==> config.mk <==
export PLATFORM = sky130hd
export DESIGN_NAME = sorted_priority_table
export DESIGN_NICKNAME = d
export VERILOG_FILES = /design/src/rtl/spt_pkg.sv /design/src/rtl/spt_ram.sv /design/src/rtl/spt_ctrl.sv /design/src/rtl/spt_dp.sv /design/src/rtl/sorted_priority_table.sv
export SDC_FILE = /design/constraint.sdc
export NUM_CORES = 2
export LEC_CHECK = 0
export BUFFER_PORTS_ARGS = -buffer_cell sky130_fd_sc_hd__buf_2
export CORE_ASPECT_RATIO = 2
export CORE_MARGIN = 1.5
export CORE_UTILIZATION = 42
export CTS_CLUSTER_SIZE = 10
export DETAILED_ROUTE_END_ITERATION = 12
export HOLD_SLACK_MARGIN = 0.06
export PLACE_DENSITY = 0.61
export SLEW_MARGIN = 15
export SYNTH_ARGS = -nofsm -noshare
export SYNTH_HDL_FRONTEND = slang
export SYNTH_SLANG_ARGS = --single-unit
==> constraint.sdc <==
create_clock -name clk_i -period 9.85 [get_ports clk_i]
set_clock_uncertainty 0.2 [all_clocks]
set_input_delay 1.97 -clock clk_i [delete_from_list [all_inputs] [get_ports clk_i]]
set_output_delay 1.97 -clock clk_i [all_outputs]
set_load 0.005 [all_outputs]
==> src/rtl/spt_pkg.sv <==
// ----------------------------------------------------------------------------
// spt_pkg: shared types and codes of the sorted priority table
// Action and status codes, stream layout widths, and the command and status
// bundles between the controller and the datapath.
// ----------------------------------------------------------------------------
package spt_pkg;

  localparam int CAPACITY_DEF = 64;
  localparam int KEY_BITS_DEF = 16;
  localparam int ID_BITS_DEF  = 16;

  // stream field widths
  localparam int ACTION_W = 2;
  localparam int STATUS_W = 2;
  localparam int FIELD_W  = 16;
  localparam int RANK_W   = 6;
  localparam int COUNT_W  = 7;
  localparam int S_DATA_W = 40;
  localparam int M_DATA_W = 40;

  localparam logic [ACTION_W-1:0] ACT_INSERT = 2'd0;
  localparam logic [ACTION_W-1:0] ACT_READ   = 2'd1;
  localparam logic [ACTION_W-1:0] ACT_CLEAR  = 2'd2;

  localparam logic [STATUS_W-1:0] ST_OK    = 2'd0;
  localparam logic [STATUS_W-1:0] ST_FULL  = 2'd1;
  localparam logic [STATUS_W-1:0] ST_RANGE = 2'd2;

  typedef struct packed {
    logic load;      // latch the accepted beat
    logic exec;      // decode and start the action
    logic shift;     // one step of the insert walk
    logic out_load;  // move the result into the output register
  } spt_cmd_t;

  typedef struct packed {
    logic need_shift;  // insert has stored entries to walk past
    logic shift_done;  // new entry belongs at the current position
    logic out_free;    // output register can take a result
  } spt_sts_t;

endpackage

==> src/rtl/spt_ram.sv <==
// ----------------------------------------------------------------------------
// spt_ram: generic single-write, single-read RAM
// One write port and one read port; read data is registered and holds while
// the read enable is low.
// ----------------------------------------------------------------------------
module spt_ram #(
  parameter int WIDTH = 32,
  parameter int DEPTH = 64
) (
  input  logic                     clk_i,
  input  logic                     we_i,
  input  logic [$clog2(DEPTH)-1:0] waddr_i,
  input  logic [WIDTH-1:0]         wdata_i,
  input  logic                     re_i,
  input  logic [$clog2(DEPTH)-1:0] raddr_i,
  output logic [WIDTH-1:0]         rdata_o
);

  logic [WIDTH-1:0] mem_q [DEPTH];
  logic [WIDTH-1:0] rdata_q;

  always_ff @(posedge clk_i) begin
    if (we_i) begin
      mem_q[waddr_i] <= wdata_i;
    end
    if (re_i) begin
      rdata_q <= mem_q[raddr_i];
    end
  end

  assign rdata_o = rdata_q;

endmodule

==> src/rtl/spt_ctrl.sv <==
// ----------------------------------------------------------------------------
// spt_ctrl: sequencer of the sorted priority table
// Takes one beat, runs its action through the datapath, and hands the result
// to the output register.
// ----------------------------------------------------------------------------
module spt_ctrl (
  input  logic              clk_i,
  input  logic              rst_ni,
  input  logic              s_tvalid_i,
  output logic              s_tready_o,
  input  spt_pkg::spt_sts_t sts_i,
  output spt_pkg::spt_cmd_t cmd_o
);
  import spt_pkg::*;

  localparam logic [1:0] S_IDLE  = 2'd0;
  localparam logic [1:0] S_EXEC  = 2'd1;
  localparam logic [1:0] S_SHIFT = 2'd2;
  localparam logic [1:0] S_RESP  = 2'd3;

  logic [1:0] state_q, state_d;

  always_comb begin
    state_d        = state_q;
    cmd_o          = '0;
    s_tready_o     = 1'b0;
    unique case (state_q)
      S_IDLE: begin
        s_tready_o = 1'b1;
        if (s_tvalid_i) begin
          cmd_o.load = 1'b1;
          state_d    = S_EXEC;
        end
      end
      S_EXEC: begin
        cmd_o.exec = 1'b1;
        state_d    = sts_i.need_shift ? S_SHIFT : S_RESP;
      end
      S_SHIFT: begin
        cmd_o.shift = 1'b1;
        if (sts_i.shift_done) begin
          state_d = S_RESP;
        end
      end
      S_RESP: begin
        if (sts_i.out_free) begin
          cmd_o.out_load = 1'b1;
          state_d        = S_IDLE;
        end
      end
      default: state_d = S_IDLE;
    endcase
  end

  always_ff @(posedge clk_i or negedge rst_ni) begin
    if (!rst_ni) begin
      state_q <= S_IDLE;
    end else begin
      state_q <= state_d;
    end
  end

endmodule

==> src/rtl/spt_dp.sv <==
// ----------------------------------------------------------------------------
// spt_dp: datapath of the sorted priority table
// Holds the entry RAM, the count, the insert position and the output
// register; walks an insert down from the top, moving larger keys up by one.
// ----------------------------------------------------------------------------
module spt_dp #(
  parameter int CAPACITY = spt_pkg::CAPACITY_DEF,
  parameter int KEY_BITS = spt_pkg::KEY_BITS_DEF,
  parameter int ID_BITS  = spt_pkg::ID_BITS_DEF
) (
  input  logic                          clk_i,
  input  logic                          rst_ni,
  input  spt_pkg::spt_cmd_t             cmd_i,
  output spt_pkg::spt_sts_t             sts_o,
  input  logic [spt_pkg::S_DATA_W-1:0]  s_tdata_i,
  input  logic [spt_pkg::ACTION_W-1:0]  s_tuser_i,
  output logic                          m_tvalid_o,
  input  logic                          m_tready_i,
  output logic [spt_pkg::M_DATA_W-1:0]  m_tdata_o,
  output logic [spt_pkg::STATUS_W-1:0]  m_tuser_o
);
  import spt_pkg::*;

  localparam int AW = $clog2(CAPACITY);
  localparam int CW = $clog2(CAPACITY + 1);
  localparam int RW = (CW > RANK_W) ? CW : RANK_W;
  localparam int EW = KEY_BITS + ID_BITS;

  logic [ACTION_W-1:0] action_q;
  logic [ID_BITS-1:0]  id_q;
  logic [KEY_BITS-1:0] key_q;
  logic [RANK_W-1:0]   rank_q;
  logic [CW-1:0]       count_q;
  logic [AW-1:0]       pos_q;
  logic [STATUS_W-1:0] status_q;
  logic                rd_ok_q;
  logic                m_valid_q;
  logic [M_DATA_W-1:0] m_data_q;
  logic [STATUS_W-1:0] m_user_q;

  logic                ram_we, ram_re;
  logic [AW-1:0]       ram_waddr, ram_raddr;
  logic [EW-1:0]       ram_wdata, ram_rdata, new_entry;
  logic [KEY_BITS-1:0] rd_key;
  logic [ID_BITS-1:0]  rd_id;

  logic is_insert, is_read, is_clear, full, count_zero, rank_bad;
  logic key_greater, shift_done;
  logic [STATUS_W-1:0] status_d;

  assign new_entry   = {key_q, id_q};
  assign rd_key      = ram_rdata[EW-1:ID_BITS];
  assign rd_id       = ram_rdata[ID_BITS-1:0];
  assign is_insert   = (action_q == ACT_INSERT);
  assign is_read     = (action_q == ACT_READ);
  assign is_clear    = (action_q == ACT_CLEAR);
  assign full        = (count_q == CW'(CAPACITY));
  assign count_zero  = (count_q == '0);
  assign rank_bad    = (RW'(rank_q) >= RW'(count_q));
  assign key_greater = (rd_key > key_q);
  assign shift_done  = (pos_q == '0) || !key_greater;

  assign sts_o.need_shift = is_insert && !full && !count_zero;
  assign sts_o.shift_done = shift_done;
  assign sts_o.out_free   = !m_valid_q || m_tready_i;

  always_comb begin
    status_d = ST_OK;
    if (is_insert && full) begin
      status_d = ST_FULL;
    end else if (is_read && rank_bad) begin
      status_d = ST_RANGE;
    end
  end

  always_comb begin
    ram_we    = 1'b0;
    ram_waddr = pos_q;
    ram_wdata = new_entry;
    ram_re    = 1'b0;
    ram_raddr = AW'(count_q - CW'(1));
    if (cmd_i.exec) begin
      if (is_insert && !full) begin
        if (count_zero) begin
          ram_we    = 1'b1;
          ram_waddr = '0;
        end else begin
          ram_re = 1'b1;
        end
      end else if (is_read && !rank_bad) begin
        ram_re    = 1'b1;
        ram_raddr = AW'(rank_q);
      end
    end else if (cmd_i.shift) begin
      ram_we = 1'b1;
      if (!shift_done) begin
        // move the larger entry up and fetch the one below
        ram_wdata = ram_rdata;
        ram_re    = 1'b1;
        ram_raddr = pos_q - AW'(2);
      end
    end
  end

  spt_ram #(
    .WIDTH (EW),
    .DEPTH (CAPACITY)
  ) u_ram (
    .clk_i   (clk_i),
    .we_i    (ram_we),
    .waddr_i (ram_waddr),
    .wdata_i (ram_wdata),
    .re_i    (ram_re),
    .raddr_i (ram_raddr),
    .rdata_o (ram_rdata)
  );

  // item and work registers
  always_ff @(posedge clk_i) begin
    if (cmd_i.load) begin
      action_q <= s_tuser_i;
      id_q     <= ID_BITS'(s_tdata_i[15:0]);
      key_q    <= KEY_BITS'(s_tdata_i[31:16]);
      rank_q   <= s_tdata_i[37:32];
    end
    if (cmd_i.exec) begin
      status_q <= status_d;
      rd_ok_q  <= is_read && !rank_bad;
      pos_q    <= AW'(count_q);
    end else if (cmd_i.shift && !shift_done) begin
      pos_q <= pos_q - AW'(1);
    end
    if (cmd_i.out_load) begin
      m_user_q <= status_q;
      m_data_q <= {1'b0, COUNT_W'(count_q),
                   rd_ok_q ? FIELD_W'(rd_key) : FIELD_W'(0),
                   rd_ok_q ? FIELD_W'(rd_id) : FIELD_W'(0)};
    end
  end

  always_ff @(posedge clk_i or negedge rst_ni) begin
    if (!rst_ni) begin
      count_q   <= '0;
      m_valid_q <= 1'b0;
    end else begin
      if (cmd_i.exec && is_clear) begin
        count_q <= '0;
      end else if (cmd_i.exec && is_insert && !full && count_zero) begin
        count_q <= count_q + CW'(1);
      end else if (cmd_i.shift && shift_done) begin
        count_q <= count_q + CW'(1);
      end
      if (cmd_i.out_load) begin
        m_valid_q <= 1'b1;
      end else if (m_tready_i) begin
        m_valid_q <= 1'b0;
      end
    end
  end

  assign m_tvalid_o = m_valid_q;
  assign m_tdata_o  = m_data_q;
  assign m_tuser_o  = m_user_q;

  a_count_bound: assert property (@(posedge clk_i) disable iff (!rst_ni)
    count_q <= CW'(CAPACITY))
    else $error("entry count above capacity");

  a_count_step: assert property (@(posedge clk_i) disable iff (!rst_ni)
    (count_q == $past(count_q)) || (count_q == $past(count_q) + CW'(1)) ||
    (count_q == '0))
    else $error("entry count moved by more than one");

  a_walk_in_range: assert property (@(posedge clk_i) disable iff (!rst_ni)
    cmd_i.shift |-> (CW'(pos_q) <= count_q) && !full)
    else $error("insert walk outside the filled region");

  a_full_status: assert property (@(posedge clk_i) disable iff (!rst_ni)
    cmd_i.out_load && (status_q == ST_FULL) |-> full)
    else $error("full status reported on a table with room");

endmodule

==> src/rtl/sorted_priority_table.sv <==
// ----------------------------------------------------------------------------
// sorted_priority_table: stable ascending-key entry table
// Flow: read, clear, refused insert and an insert into an empty table go from
//   the beat register through the action step to the output register; any
//   other insert first walks the stored entries whose key is larger than the
//   new key (up to CAPACITY-1 of them), one entry per cycle, through the
//   single-write entry RAM.
// Handshake: one item at a time; the next beat is taken the cycle after the
//   result moves into the output register.
//   Reset clears the count and output valid; the entry RAM is not cleared.
// ----------------------------------------------------------------------------
module sorted_priority_table #(
  parameter int CAPACITY = spt_pkg::CAPACITY_DEF,
  parameter int KEY_BITS = spt_pkg::KEY_BITS_DEF,
  parameter int ID_BITS  = spt_pkg::ID_BITS_DEF
) (
  input  logic                         clk_i,
  input  logic                         rst_ni,
  input  logic                         s_axis_tvalid,
  output logic                         s_axis_tready,
  // entry_id [15:0], health [31:16], rank [37:32], zero [39:38]
  input  logic [spt_pkg::S_DATA_W-1:0] s_axis_tdata,
  // action [1:0]
  input  logic [spt_pkg::ACTION_W-1:0] s_axis_tuser,
  output logic                         m_axis_tvalid,
  input  logic                         m_axis_tready,
  // found_id [15:0], found_health [31:16], count [38:32], zero [39]
  output logic [spt_pkg::M_DATA_W-1:0] m_axis_tdata,
  // status [1:0]
  output logic [spt_pkg::STATUS_W-1:0] m_axis_tuser
);
  import spt_pkg::*;

  spt_cmd_t cmd;
  spt_sts_t sts;

  spt_ctrl u_ctrl (
    .clk_i      (clk_i),
    .rst_ni     (rst_ni),
    .s_tvalid_i (s_axis_tvalid),
    .s_tready_o (s_axis_tready),
    .sts_i      (sts),
    .cmd_o      (cmd)
  );

  spt_dp #(
    .CAPACITY (CAPACITY),
    .KEY_BITS (KEY_BITS),
    .ID_BITS  (ID_BITS)
  ) u_dp (
    .clk_i      (clk_i),
    .rst_ni     (rst_ni),
    .cmd_i      (cmd),
    .sts_o      (sts),
    .s_tdata_i  (s_axis_tdata),
    .s_tuser_i  (s_axis_tuser),
    .m_tvalid_o (m_axis_tvalid),
    .m_tready_i (m_axis_tready),
    .m_tdata_o  (m_axis_tdata),
    .m_tuser_o  (m_axis_tuser)
  );

endmodule

; Word level (Yosys, flattened, before mapping)
; Memory sizes are Yosys's and may differ from the RTL's. A register that Yosys moved wholly into a read port is not among the register bits.
; Cells that the tools add are included.
[totals]
ff_bits = 100
ram_bits = 2048
out_inout_bits = 44
n_memories = 1
[mem_list]
columns = memory, depth, width, rd, rd_ports_with_merged_regs, write_ports, line
row1 = u_dp.u_ram.mem_q, 64, 32, 1, 1, 1, spt_ram.sv:19  ; logic [WIDTH-1:0] mem_q [DEPTH];
[classes]
n_addsub = 4
magnitude_cmp = 2
n_eq_ne = 9
mux = 43
n_reduce_logical = 27
[op_table]
columns = operator, count
row1 = two-way mux 32 bit, 3
row2 = two-way mux 6 bit, 10
row3 = two-way mux 1 bit, 22
row4 = two-way mux 7 bit, 3
row5 = greater-than comparator 16 bit, 1
row6 = subtractor 6 x 1 -> 6 bit (second input constant), 2
row7 = logical AND 1 bit, 11
row8 = two-way mux 2 bit, 4
row9 = case mux 2 bit (4 select lines), 1
row10 = adder 7 x 1 -> 7 bit (second input constant), 1
row11 = == test 7 bit (second input constant), 1
row12 = >= comparator 6 x 7 -> 1 bit, 1
row13 = zero test 7 bit, 1
row14 = == test 2 bit (second input constant), 3
row15 = zero test 1 bit, 6
row16 = zero test 6 bit, 1
row17 = subtractor 6 x 2 -> 6 bit (second input constant), 1
row18 = == test 2 x 1 -> 1 bit (second input constant), 2
row19 = zero test 2 bit, 2
row20 = inequality test 2 bit (second input constant), 2
row21 = nonzero test 2 bit, 2
row22 = AND reduction 3 bit, 1
row23 = nonzero test 3 bit, 1
row24 = logical OR 1 bit, 2
row25 = inequality test 2 x 1 -> 1 bit (second input constant), 1

; Logic depth before layout (Yosys ltp)
[logic_depth]
ltp_word = 7
ltp_mapped = 19
ltp_nobuf = 13

; Modules after synthesis
; Synthesis repeated with hierarchy kept, for this count alone.
[unflattened]
hier_cells = 3749
area_unflattened_um2 = 84114.4
[by_module_without_submodules]
columns = module, instances, cells_per_inst, area_each_um2, seq_area_each_um2
row1 = spt_ram, 1, 3324, 78835.6, 62459.9
row2 = spt_dp, 1, 406, 5083.6, 2902.8
row3 = spt_ctrl, 1, 19, 195.2, 50.0

; Worst setup path after synthesis
; Ideal clock, no wire load.
[synth_timing]
path_kind = register to register
start = register u_dp.u_ram.rdata_q[29], in the netlist u_dp.u_ram.rdata_o[29] (read register of u_dp.u_ram.mem_q)
end = memory u_dp.u_ram.mem_q[0][17] (data pin)
setup_time_ns = 0.702
t_arrival_ns = 4.743
path_slack_ns = 4.206
stages_incl_launch_ff = 10
path_buffers = 2
synth_period_minus_slack_ns = 5.644
cell_sequence = edfxtp_1 ha_1 nand4_2 or2_1 o221ai_2 nor4_2 nor2_1 clkbuf_1 clkbuf_1 o21ai_0
[synth_via]
elab_chain_len = 6
[synth_lines]
columns = item, line
row1 = from (decl), spt_ram.sv:20  ; logic [WIDTH-1:0] rdata_q;
row2 = greater-than comparator 16 bit, spt_dp.sv:60  ; assign key_greater = (rd_key > key_q);
row3 = zero test 1 bit, spt_dp.sv:61  ; assign shift_done = (pos_q == '0) || !key_greater;
row4 = logical OR 1 bit, spt_dp.sv:61
row5 = two-way mux 32 bit, spt_dp.sv:96  ; if (!shift_done) begin
row6 = two-way mux 32 bit, spt_dp.sv:94  ; end else if (cmd_i.shift) begin
row7 = two-way mux 32 bit, spt_dp.sv:82  ; if (cmd_i.exec) begin
row8 = net u_dp.ram_wdata[17], spt_dp.sv:43  ; logic [EW-1:0] ram_wdata, ram_rdata, new_entry;
row9 = to (decl), spt_ram.sv:19
; The timed path passes the listed nets, and every way through them passes these cells.

; Worst setup path in the final report
[layout_timing]
start = register u_dp.pos_q[1]
end = register u_dp.u_ram.rdata_q[22], in the netlist u_dp.u_ram.rdata_o[22] (read register of u_dp.u_ram.mem_q) (data pin)
[layout_via]
elab_chain_len = 5
[layout_lines]
columns = item, line
row1 = from (decl), spt_dp.sv:34  ; logic [AW-1:0] pos_q;
row2 = from (signal assigned), spt_dp.sv:129  ; pos_q <= AW'(count_q);
row3 = from (signal assigned), spt_dp.sv:131  ; pos_q <= pos_q - AW'(1);
row4 = branches (longest 5 deep; another with subtractor 6 x 2 -> 6 bit), -
; Parallel ways; which one is timed is not known.
; A chain may end at the register's enable or synchronous reset.

==> results.txt <==
Int Power = 0.0204 W
Post-DP HPWL = 144000 µm
Power, Total = 0.0360 W
WL final = 259000 µm
num rows = 235
Die H = 644 µm
Worst Setup Path Type = reg2reg
synth unique cells = 73
RSZ-0062 raised after global routing = no
Syn-to-layout area delta = 12.7%
Layout fillers = 17600
share of cells above drive strength 1 = 10.7%
Sw Ratio = 43.3%
clock sinks = 2180
Max Cap Viol = 0
crit-path max FO = 141
via count = 53300
largest net degree at the start of global routing = 172
final net count = 6413
Worst VDD drop = 0.432 mV
Hold Crit Class = reg2reg
M3 GR Usage = 3.33%
met1 Use GR = 27.7%
CP arrival = 8.23 ns
status = finished clean
actual slew at the worst max-slew pin = 1.30 ns
top cell type's share of synthesized area = 75.5%
Wirelength per Cell = 28.5 µm
Logic pwr share = 45.5%
worst path bufs/invs = 4
Cell Area, Synth = 86400 µm²
Initial Util = 42.2%
vias in the first global route = 51800
flop2flop setup slack = 2.13 ns
final hold vios = 0
global-route wire length before repair = 364000 µm
PD cells = 370 nW/µm²
Final TNS setup = 0 ns
Die X = 324 µm
largest cells by area after synthesis = edfxtp_1 (75%), nand2_1 (6.6%), nand3_1 (3.5%)
DR iter-0 viols = 5903
Placed Cells incl. Taps = 8815
Reg power frac = 32.9%
crit path cell chain = inv_1 > ha_1 > nand2b_1 > nor4_1 > a21oi_1 > nand2_1 > o211ai_1 > buf_4 > buf_4 > and2_4 > buf_12 > nand2_1 > a31oi_1 > o22ai_1 > o31ai_1 > o211a_1
clock root buffer = clkbuf_16
syn_nets = 6298
Setup-failing EPs final = 0
gate count after technology mapping = 6221
crit path capture = u_dp.u_ram.rdata_o[22]$_DFFE_PP_
initial antenna violation count = 22
Worst path depth = 16
Worst setup EP type = register
min Tclk post-route = 7.72 ns
Routability Congestion = 0.908
reg-to-reg startpoint = u_dp.pos_q[1]$_DFFE_PP_
commonest cells in the netlist = edfxtp_1 (2170), nand2_1 (1520), nand3_1 (607), a21oi_1 (323), clkbuf_1 (205)
final cell count without fillers = 9113
met2 Use GR = 41.9%
worst-case reg-to-reg path depth = 16
Yosys reg bits = 2180
Pleak = 32.9 nW
I/O Pins = 90
Top Usage Layer GRT = met2
RR Endpoint = u_dp.u_ram.rdata_o[22]$_DFFE_PP_
family with the most delay on the worst path = compound AO/OA/AOI/OAI gates
NetSw = 0.0156 W
Slew Limit Headroom = 13.0%
Crit path required time = 10.36 ns
launch point of the worst path = u_dp.pos_q[1]$_DFFE_PP_
crit share post-route = 78.4%
CP Launch Type = register
PostCTS Resize Cnt = 0
Seq/Total Area, Yosys = 75.7%
CTS tree = built
Synth Area per Inst = 13.9 µm²
clock-pin slew on the worst setup and hold paths = 0.06 ns
CTS Buffer Depth = 4
asr flop ratio synth = 0.459%
Worst path slowest cell = o31ai_1
IO buf count = 86
Num CTS Buffers = 244
fin. max-slew vios = 0
vias per inst = 5.85
main flop type after synthesis = edfxtp_1
Worst-Skew Late Latency = 0.88 ns
Post-CTS Setup Bufs = 0
full die area = 209000 µm²
DRC violations left = 0
Max stage delay on crit path = 0.91 ns
leading area contributor after synthesis = edfxtp_1
antenna-violating nets left = 0
H-Tree Depth = 4
Pre-antenna DRT Iters = 8
most frequent cell after synthesis = edfxtp_1
Hold-fix buffers, CTS = 0
GRT Overall Usage = 24.5%
Post-synth EDFFs = 2170
Synth Warn # = 0
Clock Power Share = 21.6%
fmax = 130 MHz
area of the core = 205000 µm²
global route overflow = 0
==> power by group through the flow <==
stage | registers, W | clock network, W | logic (W)
after floorplan | 0.0119 | 0 | 0.00982
after global placement | 0.0120 | 0 | 0.0160
after detailed placement | 0.0120 | 0 | 0.0163
after CTS | 0.0119 | 0.00787 | 0.0163
after global routing | 0.0119 | 0.00818 | 0.0173
final | 0.0119 | 0.00777 | 0.0164
==> per-stage QoR <==
| stage | instance area (µm²) | hold slack (ns) | setup slack [ns] | util, % |
|---|---|---|---|---|
| floorplan | 86400 | 0.200 | 4.21 | - |
| global placement | 90900 | 0.324 | 2.41 | 44.4 |
| detailed placement | 90900 | 0.321 | 2.30 | 44.4 |
| CTS | 97300 | 0.354 | 2.26 | 47.5 |
| global route | 97300 | 0.373 | 2.01 | 47.5 |
| finish | 97300 | 0.353 | 2.13 | 47.5 |
==> how the worst min path moves through the flow <==
stage | startpoint | cells after the start | end
floorplan | u_dp.status_q[0]$_SDFFCE_PP1P_ | 0 | u_dp.m_tuser_o[0]$_DFFE_PP_
global placement | u_dp.m_tvalid_o$_DFFE_PN0P_ | 2 | u_dp.m_tvalid_o$_DFFE_PN0P_
detailed placement | u_dp.status_q[1]$_SDFFCE_PP0P_ | 0 | u_dp.m_tuser_o[1]$_DFFE_PP_
CTS | u_dp.m_tvalid_o$_DFFE_PN0P_ | 2 | u_dp.m_tvalid_o$_DFFE_PN0P_
global route | u_dp.status_q[1]$_SDFFCE_PP0P_ | 0 | u_dp.m_tuser_o[1]$_DFFE_PP_
finish | u_dp.m_tvalid_o$_DFFE_PN0P_ | 2 | u_dp.m_tvalid_o$_DFFE_PN0P_
==> registers in the layout, indices dropped and copies added (netlist names) <==
signal	cells
u_dp.action_q	2
u_dp.u_ram.mem_q	2048
u_ctrl.state_q	2
u_dp.m_tvalid_o	1
u_dp.id_q	16
u_dp.m_tdata_o	39
u_dp.count_q	7
u_dp.rank_q	6
u_dp.m_tuser_o	2
u_dp.key_q	16
u_dp.rd_ok_q	1
u_dp.status_q	2
u_dp.u_ram.rdata_o	32
u_dp.pos_q	6
==> layout by cell type, fill, tap and decap left out, types with 86 or more instances in the layout <==
cell type,instances
and3_1,134
mux2i_1,158
a211oi_1,136
edfxtp_1,2170
a31oi_1,103
buf_2,86
buf_4,175
clkbuf_16,248
nand3_1,607
a21oi_1,322
nand2_1,1518
==> per-layer routing <==
metal,share of wire (%),up-vias,wire (µm)
met1,35,26900,89500
met4,8.5,18,22100
met3,6.7,657,17500
met5,0.045,-,118
li1,-,23400,-
met2,50,2377,130000
==> worst min-delay path: cells and delay by family (launching register included) <==
kind	cells	cell delay, ns
flip-flops	1	0.37
AND/OR/NAND/NOR	2	0.15
==> cells by family after synthesis <==
| kind of cell | count (synthesis) | share of synthesized area [%] |
|---|---|---|
| adders and majority gates | 31 | 0.449 |
| and+or+nand+nor | 2508 | 12.7 |
| muxes | 176 | 2.08 |
| buffers and inverters | 439 | 2.26 |
| AOI/OAI and AO/OA | 871 | 6.64 |
| xor gates and xnor gates | 15 | 0.152 |
| DFF | 2180 | 75.7 |
| other | 1 | 0.00434 |
==> layout make-up <==
cell class / instances / area [µm²] / share of cell area, %
flip-flops and latches: 2180 / 65400 / 67.2
multi-input cells: 3602 / 19900 / 20.4
clock buffers: 285 / 6340 / 6.52
well taps: 2725 / 3410 / 3.50
repair buffers: 276 / 2040 / 2.10
inverters: 32 / 120 / 0.123
clock inverters: 4 / 48.8 / 0.0502
diodes: 9 / 22.5 / 0.0231
Note: power is estimated with default switching activity, not from simulation.
